$ cat src/rtl/rrts_pkg.sv
package rrts_pkg;

   localparam int THREADS = 16;
   localparam int IDX_W   = $clog2(THREADS);
   localparam int CNT_W   = $clog2(THREADS + 1);

   typedef enum logic [1:0] {
      OP_CREATE  = 2'd0,
      OP_YIELD   = 2'd1,
      OP_BLOCK   = 2'd2,
      OP_UNBLOCK = 2'd3
   } opcode_type;

   typedef enum logic [1:0] {
      ERR_OK          = 2'd0,
      ERR_NOT_BLOCKED = 2'd1,
      ERR_EXISTS      = 2'd2
   } err_type;

   typedef enum logic {
      SCH_IDLE,
      SCH_EXEC
   } sched_state_type;

   typedef logic [2:0] status_type;

   localparam status_type ST_FREE    = 3'd0;
   localparam status_type ST_RUNNING = 3'd1;
   localparam status_type ST_READY   = 3'd2;
   localparam status_type ST_BLOCKED = 3'd3;
   localparam status_type ST_HANGING = 3'd5;

   localparam logic [1:0] KIND_INVALID = 2'd3;

   typedef struct packed {
      opcode_type opcode;
      logic [3:0] thread_id;
      logic [1:0] block_kind;
   } req_type;

   typedef struct packed {
      logic [3:0] running_thread;
      logic       switched;
      err_type    error_code;
   } rsp_type;

endpackage

$ cat src/rtl/rrts_ram.sv
module rrts_ram #(
   parameter int WIDTH = 8,
   parameter int DEPTH = 16
) (
   input  logic                     clock,
   input  logic                     wr_en,
   input  logic [$clog2(DEPTH)-1:0] wr_addr,
   input  logic [WIDTH-1:0]         wr_data,
   input  logic                     rd_en,
   input  logic [$clog2(DEPTH)-1:0] rd_addr,
   output logic [WIDTH-1:0]         rd_data
);

   logic [WIDTH-1:0] mem_ff [DEPTH];
   logic [WIDTH-1:0] rd_data_ff;

   always_ff @(posedge clock) begin
      if (wr_en) begin
         mem_ff[wr_addr] <= wr_data;
      end
      if (rd_en) begin
         rd_data_ff <= mem_ff[rd_addr];
      end
   end

   assign rd_data = rd_data_ff;

endmodule

$ cat src/rtl/round_robin_thread_scheduler.sv
// Round-robin thread scheduler.
// Input channel (req_*): one scheduling event per transaction: create, yield,
// block of the running thread, or unblock. Result channel (rsp_*): exactly one
// transaction per event, with the running thread after the event, whether a
// dispatch happened, and an error code. Config channel (csr_*): writes the idle
// thread id, always ready; write it only while no event is in flight.
// In the accept cycle the thread status table and the ready deque are read
// at the event's thread id and at the deque head; in the execute state, once
// the output register is free, the block writes each memory at most once and
// loads the result register. The next event is accepted only after that, so
// the block does not take a new event before the last one is done, because
// the reads of the two memories are registered.
// The running thread's status is implied by the running id and not stored.
// A finished result waits in the output register while rsp_stall is high; a
// following event may be accepted meanwhile but is held before its memory
// update until the register is free.
// Reset (synchronous): thread 0 running, every other thread free, deque
// empty, idle thread 1. No clearing pass of the memories.
module round_robin_thread_scheduler (
   input  logic             clock,
   input  logic             reset,
   input  logic             req_valid,
   output logic             req_stall,
   input  rrts_pkg::req_type req_data,
   output logic             rsp_valid,
   input  logic             rsp_stall,
   output rrts_pkg::rsp_type rsp_data,
   input  logic             csr_valid,
   output logic             csr_ready,
   input  logic [3:0]       csr_data
);
   import rrts_pkg::*;

   sched_state_type   state_ff, state_in;
   req_type           item_ff;
   logic [IDX_W-1:0]  running_ff, running_in;
   logic [IDX_W-1:0]  head_ff, head_in;
   logic [CNT_W-1:0]  count_ff, count_in;
   logic [3:0]        idle_ff;
   logic [THREADS-1:0] stat_vld_ff, stat_vld_in;
   logic              rsp_valid_ff, rsp_valid_in;
   rsp_type           rsp_data_ff, rsp_data_in;

   logic              req_accept;
   logic              out_free;
   logic              stat_we, dq_we;
   logic [IDX_W-1:0]  stat_waddr, dq_waddr, dq_wdata;
   status_type        stat_wdata, stat_rd, stat_cur;
   logic [IDX_W-1:0]  dq_rd, tail, next_id;
   logic              full;
   logic [1:0]        kind;

   rrts_ram #(.WIDTH(3), .DEPTH(THREADS)) u_status_ram (
      .clock   (clock),
      .wr_en   (stat_we),
      .wr_addr (stat_waddr),
      .wr_data (stat_wdata),
      .rd_en   (req_accept),
      .rd_addr (req_data.thread_id[IDX_W-1:0]),
      .rd_data (stat_rd)
   );

   rrts_ram #(.WIDTH(IDX_W), .DEPTH(THREADS)) u_deque_ram (
      .clock   (clock),
      .wr_en   (dq_we),
      .wr_addr (dq_waddr),
      .wr_data (dq_wdata),
      .rd_en   (req_accept),
      .rd_addr (head_ff),
      .rd_data (dq_rd)
   );

   assign req_stall  = (state_ff != SCH_IDLE);
   assign req_accept = req_valid && !req_stall;
   assign out_free   = !rsp_valid_ff || !rsp_stall;
   assign csr_ready  = 1'b1;
   assign rsp_valid  = rsp_valid_ff;
   assign rsp_data   = rsp_data_ff;

   assign tail = head_ff + count_ff[IDX_W-1:0];
   assign full = (count_ff == CNT_W'(THREADS));
   assign kind = (item_ff.block_kind == KIND_INVALID) ? 2'd0 : item_ff.block_kind;

   // running thread reads as running; never-written entries read as free
   always_comb begin
      if (item_ff.thread_id[IDX_W-1:0] == running_ff) begin
         stat_cur = ST_RUNNING;
      end else if (stat_vld_ff[item_ff.thread_id[IDX_W-1:0]]) begin
         stat_cur = stat_rd;
      end else begin
         stat_cur = ST_FREE;
      end
   end

   always_comb begin
      state_in     = state_ff;
      running_in   = running_ff;
      head_in      = head_ff;
      count_in     = count_ff;
      stat_vld_in  = stat_vld_ff;
      rsp_valid_in = rsp_valid_ff && rsp_stall;
      rsp_data_in  = rsp_data_ff;
      stat_we      = 1'b0;
      stat_waddr   = item_ff.thread_id[IDX_W-1:0];
      stat_wdata   = ST_READY;
      dq_we        = 1'b0;
      dq_waddr     = tail;
      dq_wdata     = item_ff.thread_id[IDX_W-1:0];
      next_id      = running_ff;

      case (state_ff)
         SCH_IDLE: begin
            if (req_accept) begin
               state_in = SCH_EXEC;
            end
         end
         SCH_EXEC: begin
            if (out_free) begin
               rsp_data_in.switched   = 1'b0;
               rsp_data_in.error_code = ERR_OK;
               case (item_ff.opcode)
                  OP_CREATE: begin
                     if (stat_cur != ST_FREE) begin
                        rsp_data_in.error_code = ERR_EXISTS;
                     end else begin
                        stat_we = 1'b1;
                        if (!full) begin
                           dq_we    = 1'b1;
                           count_in = count_ff + CNT_W'(1);
                        end
                     end
                  end
                  OP_YIELD: begin
                     stat_we    = 1'b1;
                     stat_waddr = running_ff;
                     dq_we      = !full;
                     dq_wdata   = running_ff;
                     // an empty deque pops back the thread just pushed
                     next_id    = (count_ff == '0) ? running_ff : dq_rd;
                     head_in    = head_ff + IDX_W'(1);
                     count_in   = full ? count_ff - CNT_W'(1) : count_ff;
                     rsp_data_in.switched = 1'b1;
                  end
                  OP_BLOCK: begin
                     stat_we    = 1'b1;
                     stat_waddr = running_ff;
                     stat_wdata = ST_BLOCKED + status_type'(kind);
                     if (count_ff == '0) begin
                        next_id = idle_ff[IDX_W-1:0];
                     end else begin
                        next_id  = dq_rd;
                        head_in  = head_ff + IDX_W'(1);
                        count_in = count_ff - CNT_W'(1);
                     end
                     rsp_data_in.switched = 1'b1;
                  end
                  OP_UNBLOCK: begin
                     if (stat_cur < ST_BLOCKED || stat_cur > ST_HANGING) begin
                        rsp_data_in.error_code = ERR_NOT_BLOCKED;
                     end else begin
                        stat_we = 1'b1;
                        if (!full) begin
                           dq_we    = 1'b1;
                           dq_waddr = head_ff - IDX_W'(1);
                           head_in  = head_ff - IDX_W'(1);
                           count_in = count_ff + CNT_W'(1);
                        end
                     end
                  end
                  default: begin
                  end
               endcase
               if (stat_we) begin
                  stat_vld_in[stat_waddr] = 1'b1;
               end
               running_in                 = next_id;
               rsp_data_in.running_thread = 4'(next_id);
               rsp_valid_in               = 1'b1;
               state_in                   = SCH_IDLE;
            end
         end
         default: begin
            state_in = SCH_IDLE;
         end
      endcase
   end

   always_ff @(posedge clock) begin
      if (reset) begin
         state_ff     <= SCH_IDLE;
         running_ff   <= '0;
         head_ff      <= '0;
         count_ff     <= '0;
         idle_ff      <= 4'd1;
         stat_vld_ff  <= '0;
         rsp_valid_ff <= 1'b0;
      end else begin
         state_ff     <= state_in;
         running_ff   <= running_in;
         head_ff      <= head_in;
         count_ff     <= count_in;
         stat_vld_ff  <= stat_vld_in;
         rsp_valid_ff <= rsp_valid_in;
         if (csr_valid && csr_ready) begin
            idle_ff <= csr_data;
         end
      end
   end

   always_ff @(posedge clock) begin
      rsp_data_ff <= rsp_data_in;
      if (req_accept) begin
         item_ff <= req_data;
      end
   end

endmodule

$ cat config.mk
export PLATFORM = sky130hd
export DESIGN_NAME = round_robin_thread_scheduler
export DESIGN_NICKNAME = d
export VERILOG_FILES = /design/src/rtl/rrts_pkg.sv /design/src/rtl/rrts_ram.sv /design/src/rtl/round_robin_thread_scheduler.sv
export SDC_FILE = /design/constraint.sdc
export NUM_CORES = 1
export LEC_CHECK = 0
export ABC_CLOCK_PERIOD_IN_PS = 3050
export BUFFER_PORTS_ARGS = -buffer_cell sky130_fd_sc_hd__buf_2
export CAP_MARGIN = 20
export CORE_MARGIN = 5
export CORE_UTILIZATION = 56
export CTS_CLUSTER_DIAMETER = 150
export DETAILED_ROUTE_END_ITERATION = 10
export PLACE_DENSITY = 0.82
export SYNTH_ARGS = -nofsm -noshare
export SYNTH_HDL_FRONTEND = slang
export SYNTH_SLANG_ARGS = --single-unit
export TNS_END_PERCENT = 20
$ cat constraint.sdc
create_clock -name clock -period 3.05 [get_ports clock]
set_clock_uncertainty 0.15 [all_clocks]
set_input_delay 0.1525 -clock clock [delete_from_list [all_inputs] [get_ports clock]]
set_output_delay 0.1525 -clock clock [all_outputs]
set_load 0.1 [all_outputs]
Word-level counts from Yosys, hierarchy flattened
Memories as Yosys holds them, arrays and structs flattened. A register that Yosys moved wholly into a read port is not among the register bits.
Cells that the tools add are included.
Operators by class
  add/sub/neg operators: 6
  order comparisons: 5
  eq/ne operators: 11
  multiplexer cells: 62
  bitwise logic cells: 2
  reduce and logical (&&, ||, !) cells: 18
Operators with widths (number)
  two-way mux 4 bit: 18
  two-way mux 5 bit: 5
  two-way mux 1 bit: 23
  one-hot mux 5 bit (4 select lines): 1
  OR 16 bit: 1
  two-way mux 3 bit: 5
  one-hot mux 4 bit (3 select lines): 1
  AND reduction 6 bit: 2
  less-than comparator 4 x 5 -> 1 bit (second input constant): 2
  != test 2 bit (second input constant): 5
  one-hot mux 4 bit (2 select lines): 1
  equality test 2 bit (second input constant): 3
  one-hot mux 1 bit (3 select lines): 2
  nonzero test 3 bit: 2
  adder 5 x 1 -> 5 bit (second input constant): 1
  equality test 5 bit (second input constant): 1
  logical NOT 5 bit: 1
  subtractor 5 x 1 -> 5 bit (second input constant): 1
  adder 4 x 1 -> 4 bit (second input constant): 1
  adder 4 bit: 1
  binary-select mux 1 bit (select 4 bit): 1
  demux 1 bit (select 4 bit): 1
  equality test 4 bit: 1
  greater-or-equal comparator 4 x 1 -> 1 bit (second input constant): 1
  16 further kinds: 23
Word-level totals
  register bits after elaboration: 50
  RAM bits: 112
  bits of input ports: 17
  output and inout bits: 10
  logic and storage cells: 119
  memories kept: 2
Memory list
  u_deque_ram.mem_ff: words 16, bits a word 4, read ports 1, clocked after memory_dff 1, write ports 1, line rrts_ram.sv:14  | logic [WIDTH-1:0] mem_ff [DEPTH];
  u_status_ram.mem_ff: words 16, bits a word 3, read ports 1, clocked after memory_dff 1, write ports 1, line rrts_ram.sv:14

Depth between registers and ports, before layout
Gate-level depths: netlist of the first run.
  depth after elaboration: 14
  gate-level depth with buffers: 9
  mapped depth without buffers: 8

Hierarchy
From an unflattened synthesis of the first run, not the netlist that was laid out.
Unflattened totals
  cells, all modules: 555
  area, all modules: 7895.1 sq um
Modules (own cells, without submodules)
  round_robin_thread_scheduler: times used 1, cells each 322, area each 3146.8 sq um, sequential area each 1151.1 sq um
  rrts_ram (u_deque_ram): times used 1, cells each 130, area each 2706.3 sq um, sequential area each 2042.0 sq um
  rrts_ram (u_status_ram): times used 1, cells each 103, area each 2042.0 sq um, sequential area each 1531.5 sq um

Worst setup path after synthesis of the first run
No wires, ideal clock.
  path kind: register to register
  start: register state_ff (netlist: req_stall)
  end: memory u_status_ram.mem_ff[0][1] (data pin)
  arrival: 2803 ps
  data required time: 2571 ps
  setup slack: -232 ps
  cell stages (with the launch flop): 7
  path buffers: 1
  period minus slack after synthesis: 3282 ps
  cells stage by stage: dfxtp_1 -> nand2_1 -> inv_2 -> buf_1 -> nand2_1 -> nor2_1 -> inv_1
On the way
  word-level cells in the longest chain between the ends: 1
Ends and longest elaborated chain
  from (decl): line round_robin_thread_scheduler.sv:34  | sched_state_type state_ff, state_in;
  from (signal assigned): line round_robin_thread_scheduler.sv:198  | state_ff <= state_in;
  two-way mux 3 bit: line round_robin_thread_scheduler.sv:111  | case (state_ff)
  named net stat_wdata[1]: line round_robin_thread_scheduler.sv:48  | status_type stat_wdata, stat_rd, stat_cur;
  to (decl): line rrts_ram.sv:14
The timed path passes the listed nets, and every way through them passes these cells.

Final worst setup path of the first run
  start: register item_ff[2] in the netlist's numbering
  end: memory u_deque_ram.mem_ff[12][0] in the netlist's numbering, enable pin
On the way
  word-level cells in the longest chain between the ends: 12
Ends and longest elaborated chain
  from (decl): line round_robin_thread_scheduler.sv:35  | req_type item_ff;
  from (signal assigned): line round_robin_thread_scheduler.sv:213  | item_ff <= req_data;
  binary-select mux 1 bit (select 4 bit): line round_robin_thread_scheduler.sv:88  | end else if (stat_vld_ff[item_ff.thread_id[IDX_W-1:0]]) begin
  two-way mux 1 bit (not written as such): line round_robin_thread_scheduler.sv:88
  two-way mux 3 bit: line round_robin_thread_scheduler.sv:88
  two-way mux 3 bit (*): line round_robin_thread_scheduler.sv:86  | if (item_ff.thread_id[IDX_W-1:0] == running_ff) begin
  less-than comparator 3 x 2 -> 1 bit or > comparator 3 bit (tied branches): line round_robin_thread_scheduler.sv:158  | if (stat_cur < ST_BLOCKED || stat_cur > ST_HANGING) begin
  logical OR 1 bit: line round_robin_thread_scheduler.sv:158
  two-way mux 1 bit: line round_robin_thread_scheduler.sv:158
  one-hot mux 1 bit (3 select lines): line round_robin_thread_scheduler.sv:121  | case (item_ff.opcode)
  two-way mux 1 bit: line round_robin_thread_scheduler.sv:118  | if (out_free) begin
  two-way mux 1 bit: line round_robin_thread_scheduler.sv:111
  two-way mux 1 bit: line rrts_ram.sv:18  | if (wr_en) begin
  two-way mux 1 bit (not written as such): line rrts_ram.sv:19  | mem_ff[wr_addr] <= wr_data;
  to (decl): line rrts_ram.sv:14
Every way passes the cells marked *; elsewhere a longest branch is shown, timed or not. The select of a mux whose other input is x is not followed.

==> impl_metrics.xml, run 1 <==
<?xml version="1.0" encoding="UTF-8"?>
<metrics>
  <group name="outcome">
    <metric name="status" unit="">completed</metric>
  </group>
  <group name="timing">
    <metric name="grt_setup_unrepaired" unit="">true</metric>
    <metric name="setup-violations-final" unit="">0</metric>
    <metric name="timing.slew.headroom" unit="%">42.51</metric>
    <metric name="period_share" unit="%">99.89</metric>
    <metric name="fmax" unit="GHz">0.3282</metric>
    <metric name="final-max-slew-violation-count" unit="">0</metric>
    <metric name="final_hold_viol_count" unit="">0</metric>
    <metric name="period_minus_slack" unit="ns">3.047</metric>
    <metric name="worst-slew-pin-transition" unit="ns">0.8558</metric>
    <metric name="hold-worst-slack" unit="ns">0.04356</metric>
  </group>
  <group name="synth">
    <metric name="ys_warn_count" unit="">0</metric>
    <metric name="synth-main-ff-cell" unit="">edfxtp_1</metric>
    <metric name="asyncSetResetFlopFracSynth" unit="%">0</metric>
    <metric name="synthesis.area_per_instance" unit="um^2">14.50</metric>
    <metric name="ys_types" unit="">73</metric>
    <metric name="yosys_register_bits" unit="">169</metric>
    <metric name="area_of_the_mapped_netlist" unit="um^2">7991</metric>
    <metric name="number_of_nets_produced_by_synthesis" unit="">584</metric>
    <metric name="synth.yosys.seq_area_share" unit="%">59.12</metric>
    <metric name="postSynthCellCount" unit="">551</metric>
    <metric name="synth_edf_count" unit="">134</metric>
  </group>
  <group name="place">
    <metric name="gp_congestion" unit="">0.9002</metric>
    <metric name="placement.io_buffers" unit="">25</metric>
    <metric name="dp.cells" unit="">755</metric>
    <metric name="place_hpwl" unit="mm">11.78</metric>
  </group>
  <group name="global_route">
    <metric name="grtUsageMet3" unit="%">6.966</metric>
    <metric name="via_count_of_the_first_global_routing_pass" unit="">5166</metric>
    <metric name="first_pass_grt_wire_length" unit="mm">28.77</metric>
    <metric name="grt_most_used_layer" unit="">met2</metric>
    <metric name="total_global_routing_track_utilization" unit="%">22.90</metric>
    <metric name="grt_antenna_before_repair" unit="">0</metric>
    <metric name="globalRoute.totalOverflow" unit="">0</metric>
    <metric name="grt.met1_usage" unit="%">28.66</metric>
    <metric name="grt_use_met2" unit="%">38.14</metric>
    <metric name="grt_start_max_net_pins" unit="">37</metric>
  </group>
  <group name="power">
    <metric name="irDropWorstVdd" unit="uV">434.2</metric>
    <metric name="power-per-cell-area" unit="nW/um^2">580.6</metric>
    <metric name="power.leakage" unit="nW">3.146</metric>
    <metric name="p_total" unit="mW">5.402</metric>
  </group>
  <group name="setup_path">
    <metric name="critical_path.slowest_cell" unit="">edfxtp_1</metric>
    <metric name="worst_path_largest_cell_delay" unit="ns">0.51</metric>
    <metric name="top_cell_by_count_worst_path" unit="">buf_4</metric>
    <metric name="critical_path.endpoint" unit="">u_deque_ram.mem_ff[12][0]</metric>
    <metric name="rr_startpoint" unit="">item_ff[2]</metric>
    <metric name="timing.critical_path.cells" unit="">mux2_4, a221oi_4, buf_4, a2bb2oi_4, buf_4, a311oi_1, o221ai_2, nor3_1, buf_4</metric>
    <metric name="r2r_slack" unit="ns">0.003</metric>
    <metric name="worst_setup_path_end_kind" unit="">flop</metric>
    <metric name="worstReg2RegEnd" unit="">u_deque_ram.mem_ff[12][0]</metric>
    <metric name="crit_fanout" unit="">5</metric>
    <metric name="cp-startpoint" unit="">item_ff[2]</metric>
    <metric name="worst-endpoint-arrival" unit="ns">3.06</metric>
    <metric name="criticalPathCategory" unit="">flop to flop</metric>
    <metric name="crit_path_start_kind" unit="">flop</metric>
    <metric name="r2r.worst_path.cells" unit="">9</metric>
    <metric name="required_time_at_the_endpoint_of_the_critical_path" unit="ns">3.06</metric>
  </group>
  <group name="floorplan">
    <metric name="floorplan.initialDensity" unit="%">57.35</metric>
    <metric name="coreArea" unit="um^2">13930</metric>
    <metric name="floorplan.die.width" unit="um">129.5</metric>
    <metric name="die-area" unit="um^2">16760</metric>
    <metric name="dieHeight" unit="um">129.5</metric>
    <metric name="rows" unit="">43</metric>
    <metric name="boundaryPins" unit="">27</metric>
  </group>
  <group name="layout">
    <metric name="antenna_diode_instance_count" unit="">0</metric>
    <metric name="syn_to_final_growth" unit="%">16.42</metric>
    <metric name="final_nets" unit="">650</metric>
    <metric name="final_common_cell" unit="">edfxtp_1</metric>
    <metric name="mostFrequentLayoutCells" unit="">134 x edfxtp_1, 39 x buf_4, 37 x mux4_2</metric>
    <metric name="final-instance-count-excl-fill" unit="">810</metric>
    <metric name="num-fill-cells" unit="">867</metric>
    <metric name="layout-drive-gt1-share" unit="%">29.84</metric>
  </group>
  <group name="hold_path">
    <metric name="worstHoldStart" unit="">req_data[2]</metric>
    <metric name="min-delay-path-class" unit="">input pin to flop</metric>
  </group>
  <group name="flow_run">
    <metric name="maxCapViolations" unit="">0</metric>
  </group>
  <group name="clock_tree">
    <metric name="ctsRootBufferMaster" unit="">clkbuf_16</metric>
    <metric name="insertion_delay" unit="ns">0.44</metric>
    <metric name="clkTransAtPathRegs" unit="ns">0.07</metric>
    <metric name="cts.sinks" unit="">169</metric>
    <metric name="tritoncts" unit="">built</metric>
    <metric name="tritoncts.num_buffers" unit="">17</metric>
    <metric name="cts-htree-levels" unit="">4</metric>
    <metric name="clock_path_buffers" unit="">2</metric>
  </group>
  <group name="routing">
    <metric name="detailed_route_vias_per_instance" unit="">6.577</metric>
    <metric name="route.vias.total" unit="">5327</metric>
    <metric name="routed_wirelength" unit="mm">18.69</metric>
    <metric name="drt_drc_violations_left" unit="">0</metric>
    <metric name="drt_pre_antenna_iters" unit="">8</metric>
    <metric name="routed_wire_length_per_instance" unit="um">23.07</metric>
    <metric name="drtAntennaViolNets" unit="">0</metric>
    <metric name="drt-initial-drc-count" unit="">581</metric>
  </group>
</metrics>
[state kept, by name (all words and copies together), names as in the netlist]
name	cells
count_ff	5
req_stall	1
rsp_valid	1
rsp_data	7
u_deque_ram.rd_data	4
idle_ff	4
item_ff	8
running_ff	4
head_ff	4
u_status_ram.mem_ff	48
u_deque_ram.mem_ff	64
stat_vld_ff	16
u_status_ram.rd_data	3
[per-stage QoR]
| step | setup WS, ns | area (um^2) | TNS (ns) | utilization (%) |
|---|---|---|---|---|
| final | 0.003437 | 9304 | 0 | 66.77 |
| after global routing | -0.05878 | 9304 | -1.020 | 66.77 |
| after floorplan | -0.1397 | 7993 | -4.193 | - |
| after detailed placement | -0.03557 | 8421 | -0.6055 | 60.43 |
| after global placement | 0.01285 | 8421 | 0 | 60.43 |
| after CTS | -0.01752 | 9184 | -0.1135 | 65.91 |
[timing repair]
action / CTS / global route
pin swaps: 0 / 4
hold buffers: 18 / 0
setup buffers: 0 / 4
endpoints found under the setup margin: 50 / 112
cloned: 0 / 1
resized for setup: 4 / 15
hold endpoints to repair: 18 / 0
[cell families after synthesis]
kind of cell / count (synthesis) / share of synthesized area [%]
simple gates: 143 / 9.269
buf+inv: 63 / 3.585
mux: 64 / 14.11
fa+ha+maj: 16 / 2.693
compound gates: 84 / 9.974
other cells: 1 / 0.04693
xor+xnor: 11 / 1.206
flops: 169 / 59.12
[critical path, delay by kind of cell (launching register included)]
family | cells | cell delay [ns]
flip-flops | 1 | 0.51
multiplexers | 1 | 0.36
AO/OA/AOI/OAI | 4 | 0.95
buffers and inverters | 3 | 0.52
AND/OR/NAND/NOR | 1 | 0.26
[cell type report]
class                           count  area, um^2  area share [%]
Inverter                           27       101.3           1.089
Clock inverter                     15       136.4           1.466
Timing Repair Buffer               82       598.1           6.428
Tap cell                          180       225.2           2.421
Sequential cell                   169        4726           50.79
Multi-Input combinational cell    320        3092           33.23
Clock buffer                       17       425.4           4.572
[worst min path at each step]
| stage | end | slack [ns] | cells after the start |
|---|---|---|---|
| after CTS | item_ff[2] | 0.05 | 1 |
| after floorplan | item_ff[0] | 0.10 | 0 |
| after global routing | item_ff[2] | 0.08 | 1 |
| after global placement | item_ff[6] | 0.18 | 1 |
| final | item_ff[2] | 0.04 | 1 |
| after detailed placement | item_ff[7] | 0.18 | 1 |
[report_power, final]
group | internal [mW] | switching [mW] | total (mW) | leakage [nW]
Sequential | 2.55 | 0.0437 | 2.59 | 1.49
Clock | 1.07 | 0.969 | 2.04 | 0.270
Combinational | 0.276 | 0.491 | 0.767 | 1.38
Total | 3.90 | 1.50 | 5.40 | 3.15
[routing by layer]
| metal | vias up | part of all wire [%] |
|---|---|---|
| met3 | 68 | 9.8 |
| met5 | - | 0 |
| met2 | 376 | 50 |
| li1 | 2297 | - |
| met1 | 2586 | 37 |
| met4 | 0 | 3.4 |
[cell usage after synthesis, drive strengths merged (2+ instances only)]
master / number / area (um^2)
and3: 3 / 18.77
nor2b: 9 / 56.30
xor2: 6 / 52.55
a31o: 2 / 17.52
fa: 2 / 40.04
or4: 2 / 15.01
mux4: 37 / 833.3
clkbuf: 18 / 68.81
dfxtp: 35 / 700.7
nand3: 6 / 30.03
o31ai: 4 / 30.03
nor2: 23 / 86.33
a22o: 4 / 35.03
nand2: 30 / 115.1
ha: 14 / 175.2
nor3: 41 / 205.2
nand2b: 12 / 75.07
mux2i: 11 / 110.1
nand3b: 2 / 15.01
o32ai: 10 / 125.1
buf: 18 / 116.4
o22ai: 4 / 25.02
a311oi: 3 / 26.28
a21oi: 11 / 66.32
nor4: 7 / 65.06
or3: 2 / 12.51
o21a: 2 / 15.01
o211ai: 2 / 28.78
edfxtp: 134 / 4024
o21ai: 7 / 38.79
o221ai: 5 / 61.31
a221oi: 5 / 61.31
o2111ai: 2 / 17.52
mux2: 16 / 183.9
a21o: 3 / 22.52
and2: 2 / 12.51
xnor2: 5 / 43.79
a311o: 2 / 21.27
inv: 27 / 101.3
a32o: 4 / 40.04
a31oi: 4 / 25.02
(Power assumes the default switching activity.)
==> run 2: changes to the inputs <==
- CORE_UTILIZATION: 56 -> 50
- PLACE_DENSITY: 0.82 -> 0.75
==> impl_metrics.xml, run 2 (synthesized netlist as in run 1, its figures left out) <==
<?xml version="1.0" encoding="UTF-8"?>
<metrics>
  <group name="layout">
    <metric name="mostFrequentLayoutCells" unit="">134 x edfxtp_1, 41 x buf_4, 37 x mux4_2</metric>
    <metric name="seq_area" unit="um^2">4726</metric>
    <metric name="layout-drive-gt1-share" unit="%">32.01</metric>
    <metric name="antenna_diode_instance_count" unit="">0</metric>
    <metric name="final_nets" unit="">651</metric>
    <metric name="top_regs" unit="">u_deque_ram.mem_ff: 64 flops, u_status_ram.mem_ff: 48 flops, stat_vld_ff: 16 flops</metric>
    <metric name="syn_to_final_growth" unit="%">18.88</metric>
    <metric name="final-instance-count-excl-fill" unit="">847</metric>
    <metric name="multi_input_area" unit="um^2">3143</metric>
    <metric name="largest-register" unit="">u_deque_ram.mem_ff</metric>
    <metric name="num-fill-cells" unit="">1175</metric>
    <metric name="largest_register_ffs" unit="">64</metric>
    <metric name="final_common_cell" unit="">edfxtp_1</metric>
  </group>
  <group name="clock_tree">
    <metric name="cts.sinks" unit="">169</metric>
    <metric name="ctsRootBufferMaster" unit="">clkbuf_16</metric>
    <metric name="tritoncts" unit="">built</metric>
    <metric name="tritoncts.num_buffers" unit="">17</metric>
    <metric name="cts-htree-levels" unit="">4</metric>
    <metric name="clkTransAtPathRegs" unit="ns">0.07</metric>
    <metric name="insertion_delay" unit="ns">0.43</metric>
    <metric name="clock_path_buffers" unit="">2</metric>
  </group>
  <group name="setup_path">
    <metric name="timing.critical_path.cells" unit="">buf_6, mux4_2, and2b_4, a2bb2oi_4, a311o_2, o21ai_2, buf_12, nor3_1</metric>
    <metric name="worst_path_largest_cell_delay" unit="ns">0.50</metric>
    <metric name="crit_path_start_kind" unit="">flop</metric>
    <metric name="worst-endpoint-arrival" unit="ns">2.92</metric>
    <metric name="worst_setup_path_end_kind" unit="">flop</metric>
    <metric name="crit_fanout" unit="">14</metric>
    <metric name="critical_path.slowest_cell" unit="">nor3_1</metric>
    <metric name="required_time_at_the_endpoint_of_the_critical_path" unit="ns">2.97</metric>
    <metric name="criticalPathCategory" unit="">flop to flop</metric>
  </group>
  <group name="timing">
    <metric name="final_hold_viol_count" unit="">0</metric>
    <metric name="totalNegativeSetupSlack" unit="ns">0</metric>
    <metric name="period_minus_slack" unit="ns">3.000</metric>
    <metric name="setup-violations-final" unit="">0</metric>
    <metric name="worst-slew-pin-transition" unit="ns">0.9126</metric>
    <metric name="post-route-worst-setup-slack" unit="ns">0.05034</metric>
    <metric name="hold-worst-slack" unit="ns">0.01427</metric>
    <metric name="grt_setup_unrepaired" unit="">true</metric>
    <metric name="final-max-slew-violation-count" unit="">0</metric>
    <metric name="fmax" unit="GHz">0.3334</metric>
    <metric name="timing.slew.headroom" unit="%">38.69</metric>
    <metric name="period_share" unit="%">98.35</metric>
  </group>
  <group name="global_route">
    <metric name="first_pass_grt_wire_length" unit="mm">28.76</metric>
    <metric name="grt_antenna_before_repair" unit="">0</metric>
    <metric name="globalRoute.totalOverflow" unit="">0</metric>
    <metric name="grt_use_met2" unit="%">35.00</metric>
    <metric name="grtUsageMet3" unit="%">3.886</metric>
    <metric name="via_count_of_the_first_global_routing_pass" unit="">5155</metric>
    <metric name="grt_start_max_net_pins" unit="">25</metric>
    <metric name="grt_most_used_layer" unit="">met2</metric>
    <metric name="grt.met1_usage" unit="%">27.32</metric>
    <metric name="total_global_routing_track_utilization" unit="%">20.65</metric>
  </group>
  <group name="power">
    <metric name="irDropWorstVdd" unit="uV">445.1</metric>
    <metric name="power.leakage" unit="nW">3.213</metric>
    <metric name="power-per-cell-area" unit="nW/um^2">599.3</metric>
    <metric name="p_total" unit="mW">5.694</metric>
  </group>
  <group name="floorplan">
    <metric name="floorplan.die.width" unit="um">136.4</metric>
    <metric name="rows" unit="">46</metric>
    <metric name="boundaryPins" unit="">27</metric>
    <metric name="die-area" unit="um^2">18610</metric>
    <metric name="dieHeight" unit="um">136.4</metric>
    <metric name="coreArea" unit="um^2">15770</metric>
    <metric name="floorplan.initialDensity" unit="%">50.67</metric>
  </group>
  <group name="routing">
    <metric name="routed_wire_length_per_instance" unit="um">21.77</metric>
    <metric name="drtAntennaViolNets" unit="">0</metric>
    <metric name="routed_wirelength" unit="mm">18.44</metric>
    <metric name="drt_drc_violations_left" unit="">0</metric>
    <metric name="detailed_route_vias_per_instance" unit="">6.053</metric>
    <metric name="drt_pre_antenna_iters" unit="">5</metric>
    <metric name="drt-initial-drc-count" unit="">517</metric>
    <metric name="route.vias.total" unit="">5127</metric>
  </group>
  <group name="place">
    <metric name="dp.cells" unit="">797</metric>
    <metric name="placement.io_buffers" unit="">25</metric>
    <metric name="gp_congestion" unit="">0.8544</metric>
    <metric name="detailedPlace.worstSlack" unit="ns">-0.03909</metric>
    <metric name="place_hpwl" unit="mm">12.37</metric>
  </group>
  <group name="hold_path">
    <metric name="min-delay-path-class" unit="">input pin to flop</metric>
  </group>
  <group name="outcome">
    <metric name="status" unit="">completed</metric>
  </group>
  <group name="flow_run">
    <metric name="maxCapViolations" unit="">0</metric>
  </group>
</metrics>
==> run 2: cell types whose count changed in the layout (fill, tap and decap cells not counted), sizes merged, moves of 2 or more <==
| cell | before | now |
|---|---|---|
| buf | 64 | 68 |
| bufinv | 0 | 4 |
| clkinv | 5 | 3 |
| dlygate4sd3 | 18 | 16 |
==> run 2: what timing repair did <==
| action | 4_1_cts | 5_1_grt |
|---|---|---|
| endpoints found under the setup margin | 52 | 106 |
| resized for setup | 0 | 32 |
| setup buffers | 0 | 2 |
| hold buffers | 16 | 0 |
| endpoints found under the hold margin | 12 | 0 |
| gates cloned | 0 | 0 |
| pin swaps | 0 | 1 |
==> run 2: metrics by stage <==
stage	util (%)	cell area, um^2
6_report	60.24	9500
5_1_grt	60.24	9500
4_1_cts	59.09	9319
3_5_place_dp	54.05	8523
3_3_place_gp	54.05	8523
2_1_floorplan	-	7993
==> run 2: worst paths after layout <==
path,depth (start not counted),slack [ns],end,from
setup reg to reg,8,0.05,u_status_ram.mem_ff[2][2],item_ff[2]
hold / removal,1,0.01,item_ff[3],req_data[3]
setup / recovery,8,0.05,u_status_ram.mem_ff[2][2],item_ff[2]
hold reg to reg,2,0.32,stat_vld_ff[1],stat_vld_ff[1]
==> run 2: worst max-delay path: cells and delay by family, from the launching register on <==
family	cells	cell delay, ns
flip-flops	1	0.42
buffers and inverters	2	0.34
AND/OR/NAND/NOR	2	0.69
AO/OA/AOI/OAI	3	0.70
multiplexers	1	0.33
==> run 2: power by group <==
group | internal, mW | switching, mW | total [mW]
sequential | 2.55 | 0.0402 | 2.59
combinational | 0.286 | 0.492 | 0.778
clock | 1.39 | 0.935 | 2.33
total | 4.23 | 1.47 | 5.69
==> run 2: final cells by class <==
type,count,share of cell area (%)
clock inverter,15,2.213
multi-input combinational,319,33.08
sequential,169,49.74
tap,216,2.845
timing repair buffer,84,6.572
clock buffer,17,4.478
inverter,27,1.067
==> run 2: per-layer routing <==
layer	part of all wire (%)	vias to the layer above
met5	0	-
met2	51	209
met3	5.1	27
met4	1.6	0
met1	42	2589
li1	-	2302
==> run 3: changes to the inputs <==
- HOLD_SLACK_MARGIN: unset -> 0.12
==> impl_metrics.xml, run 3 (synthesized netlist as in run 1, its figures left out) <==
<?xml version="1.0" encoding="UTF-8"?>
<metrics>
  <group name="timing">
    <metric name="final_hold_viol_count" unit="">0</metric>
    <metric name="setup-violations-final" unit="">4</metric>
    <metric name="totalNegativeSetupSlack" unit="ns">-0.01268</metric>
    <metric name="worst-slew-pin-transition" unit="ns">0.8554</metric>
    <metric name="period_share" unit="%">100.1</metric>
    <metric name="grt_setup_unrepaired" unit="">true</metric>
    <metric name="hold-worst-slack" unit="ns">0.2706</metric>
    <metric name="post-route-worst-setup-slack" unit="ns">-0.003723</metric>
    <metric name="period_minus_slack" unit="ns">3.054</metric>
    <metric name="fmax" unit="GHz">0.3275</metric>
    <metric name="timing.slew.headroom" unit="%">42.53</metric>
    <metric name="final-max-slew-violation-count" unit="">0</metric>
  </group>
  <group name="global_route">
    <metric name="grt_start_max_net_pins" unit="">25</metric>
    <metric name="first_pass_grt_wire_length" unit="mm">29.27</metric>
    <metric name="total_global_routing_track_utilization" unit="%">20.98</metric>
    <metric name="via_count_of_the_first_global_routing_pass" unit="">5237</metric>
    <metric name="globalRoute.totalOverflow" unit="">0</metric>
    <metric name="grt_antenna_before_repair" unit="">0</metric>
  </group>
  <group name="hold_path">
    <metric name="min-delay-path-class" unit="">input pin to flop</metric>
  </group>
  <group name="setup_path">
    <metric name="critical_path.slowest_cell" unit="">edfxtp_1</metric>
    <metric name="criticalPathCategory" unit="">flop to flop</metric>
    <metric name="worst_path_largest_cell_delay" unit="ns">0.40</metric>
    <metric name="top_cell_by_count_worst_path" unit="">buf_4</metric>
    <metric name="worst_setup_path_end_kind" unit="">flop</metric>
    <metric name="required_time_at_the_endpoint_of_the_critical_path" unit="ns">3.05</metric>
    <metric name="worst-endpoint-arrival" unit="ns">3.06</metric>
    <metric name="crit_path_start_kind" unit="">flop</metric>
    <metric name="crit_fanout" unit="">10</metric>
    <metric name="timing.critical_path.cells" unit="">buf_4, mux2_4, a221oi_4, a2bb2oi_4, a211oi_4, o221ai_2, nor3_1, buf_4</metric>
  </group>
  <group name="power">
    <metric name="power-per-cell-area" unit="nW/um^2">597.3</metric>
    <metric name="irDropWorstVdd" unit="uV">454.2</metric>
    <metric name="power.leakage" unit="nW">3.229</metric>
    <metric name="p_total" unit="mW">5.708</metric>
  </group>
  <group name="layout">
    <metric name="top_regs" unit="">u_deque_ram.mem_ff: 64 flops, u_status_ram.mem_ff: 48 flops, stat_vld_ff: 16 flops</metric>
    <metric name="mostFrequentLayoutCells" unit="">134 x edfxtp_1, 40 x buf_4, 37 x mux4_2</metric>
    <metric name="largest_register_ffs" unit="">64</metric>
    <metric name="final_common_cell" unit="">edfxtp_1</metric>
    <metric name="layout-drive-gt1-share" unit="%">31.71</metric>
    <metric name="final_nets" unit="">657</metric>
    <metric name="syn_to_final_growth" unit="%">19.59</metric>
    <metric name="num-fill-cells" unit="">1168</metric>
    <metric name="largest-register" unit="">u_deque_ram.mem_ff</metric>
    <metric name="antenna_diode_instance_count" unit="">0</metric>
  </group>
  <group name="routing">
    <metric name="drt-initial-drc-count" unit="">499</metric>
    <metric name="drtAntennaViolNets" unit="">0</metric>
    <metric name="routed_wire_length_per_instance" unit="um">22.04</metric>
    <metric name="drt_pre_antenna_iters" unit="">6</metric>
    <metric name="drt_drc_violations_left" unit="">0</metric>
    <metric name="routed_wirelength" unit="mm">18.80</metric>
    <metric name="detailed_route_vias_per_instance" unit="">6.107</metric>
    <metric name="route.vias.total" unit="">5209</metric>
  </group>
  <group name="clock_tree">
    <metric name="cts-htree-levels" unit="">4</metric>
    <metric name="tritoncts" unit="">built</metric>
    <metric name="cts.sinks" unit="">169</metric>
    <metric name="clock_path_buffers" unit="">2</metric>
    <metric name="clkTransAtPathRegs" unit="ns">0.07</metric>
    <metric name="tritoncts.num_buffers" unit="">17</metric>
    <metric name="insertion_delay" unit="ns">0.44</metric>
    <metric name="ctsRootBufferMaster" unit="">clkbuf_16</metric>
  </group>
  <group name="outcome">
    <metric name="status" unit="">finished with violations</metric>
    <metric name="violations" unit="">negative setup slack</metric>
  </group>
  <group name="floorplan">
    <metric name="floorplan.die.width" unit="um">136.4</metric>
    <metric name="rows" unit="">46</metric>
    <metric name="coreArea" unit="um^2">15770</metric>
    <metric name="die-area" unit="um^2">18610</metric>
    <metric name="dieHeight" unit="um">136.4</metric>
    <metric name="boundaryPins" unit="">27</metric>
    <metric name="floorplan.initialDensity" unit="%">50.67</metric>
  </group>
  <group name="place">
    <metric name="place_hpwl" unit="mm">12.37</metric>
    <metric name="gp_congestion" unit="">0.8544</metric>
    <metric name="placement.io_buffers" unit="">25</metric>
  </group>
  <group name="flow_run">
    <metric name="maxCapViolations" unit="">0</metric>
  </group>
</metrics>
[run 3: worst paths after layout]
| path | startpoint | to | slack [ns] | cells past startpoint |
|---|---|---|---|---|
| worst max-delay path | item_ff[2] | u_deque_ram.mem_ff[12][2] | -0.004 | 8 |
| worst min-delay path | req_data[6] | item_ff[6] | 0.27 | 2 |
| worst min register to register | stat_vld_ff[1] | stat_vld_ff[1] | 0.31 | 2 |
| worst max register to register | item_ff[2] | u_deque_ram.mem_ff[12][2] | -0.004 | 8 |
[run 3: where the power goes]
part,switching (mW),leakage (nW),internal (mW)
Sequential,0.0405,1.49,2.55
Clock,0.941,0.312,1.39
Combinational,0.497,1.42,0.290
Total,1.48,3.23,4.23
[run 3: timing repair]
item | 4_1_cts | 5_1_grt
endpoints found under the setup margin | 52 | 106
hold buffers | 24 | 0
hold endpoints to repair | 22 | 0
buffers inserted | 0 | 0
gates resized for setup | 0 | 31
gates cloned | 0 | 0
pin swaps | 0 | 1
[run 3: cell type report]
type,instances,area [um^2],area share [%]
Tap cell,216,270.3,2.828
Clock inverter,15,210.2,2.200
Timing Repair Buffer,90,685.7,7.175
Inverter,27,101.3,1.060
Multi-Input combinational cell,319,3138,32.84
Sequential cell,169,4726,49.45
Clock buffer,17,425.4,4.451
[run 3: critical path: cells and delay by family, from the launching register on]
family / cells / cell delay (ns)
compound gates: 4 / 1.22
buf+inv: 2 / 0.38
mux: 1 / 0.33
simple gates: 1 / 0.27
flops: 1 / 0.40
[run 3: metrics by stage]
stage                     cell area, um^2  cells  setup slack (ns)  util (%)
after floorplan                      7993    551           -0.1397         -
after global placement               8523    797           0.01020     54.05
after detailed placement             8523    797          -0.03909     54.05
after CTS                            9399    853          -0.09173     59.60
after global routing                 9557    853          -0.09841     60.60
final                                9557    853         -0.003723     60.60
[run 3: per-layer routing]
layer,routed length [um],GRT usage [%],vias up
li1,-,-,2304
met1,7842,27.47,2650
met2,9610,35.53,215
met3,1016,4.256,40
met4,328,6.215,0
met5,0,0,-
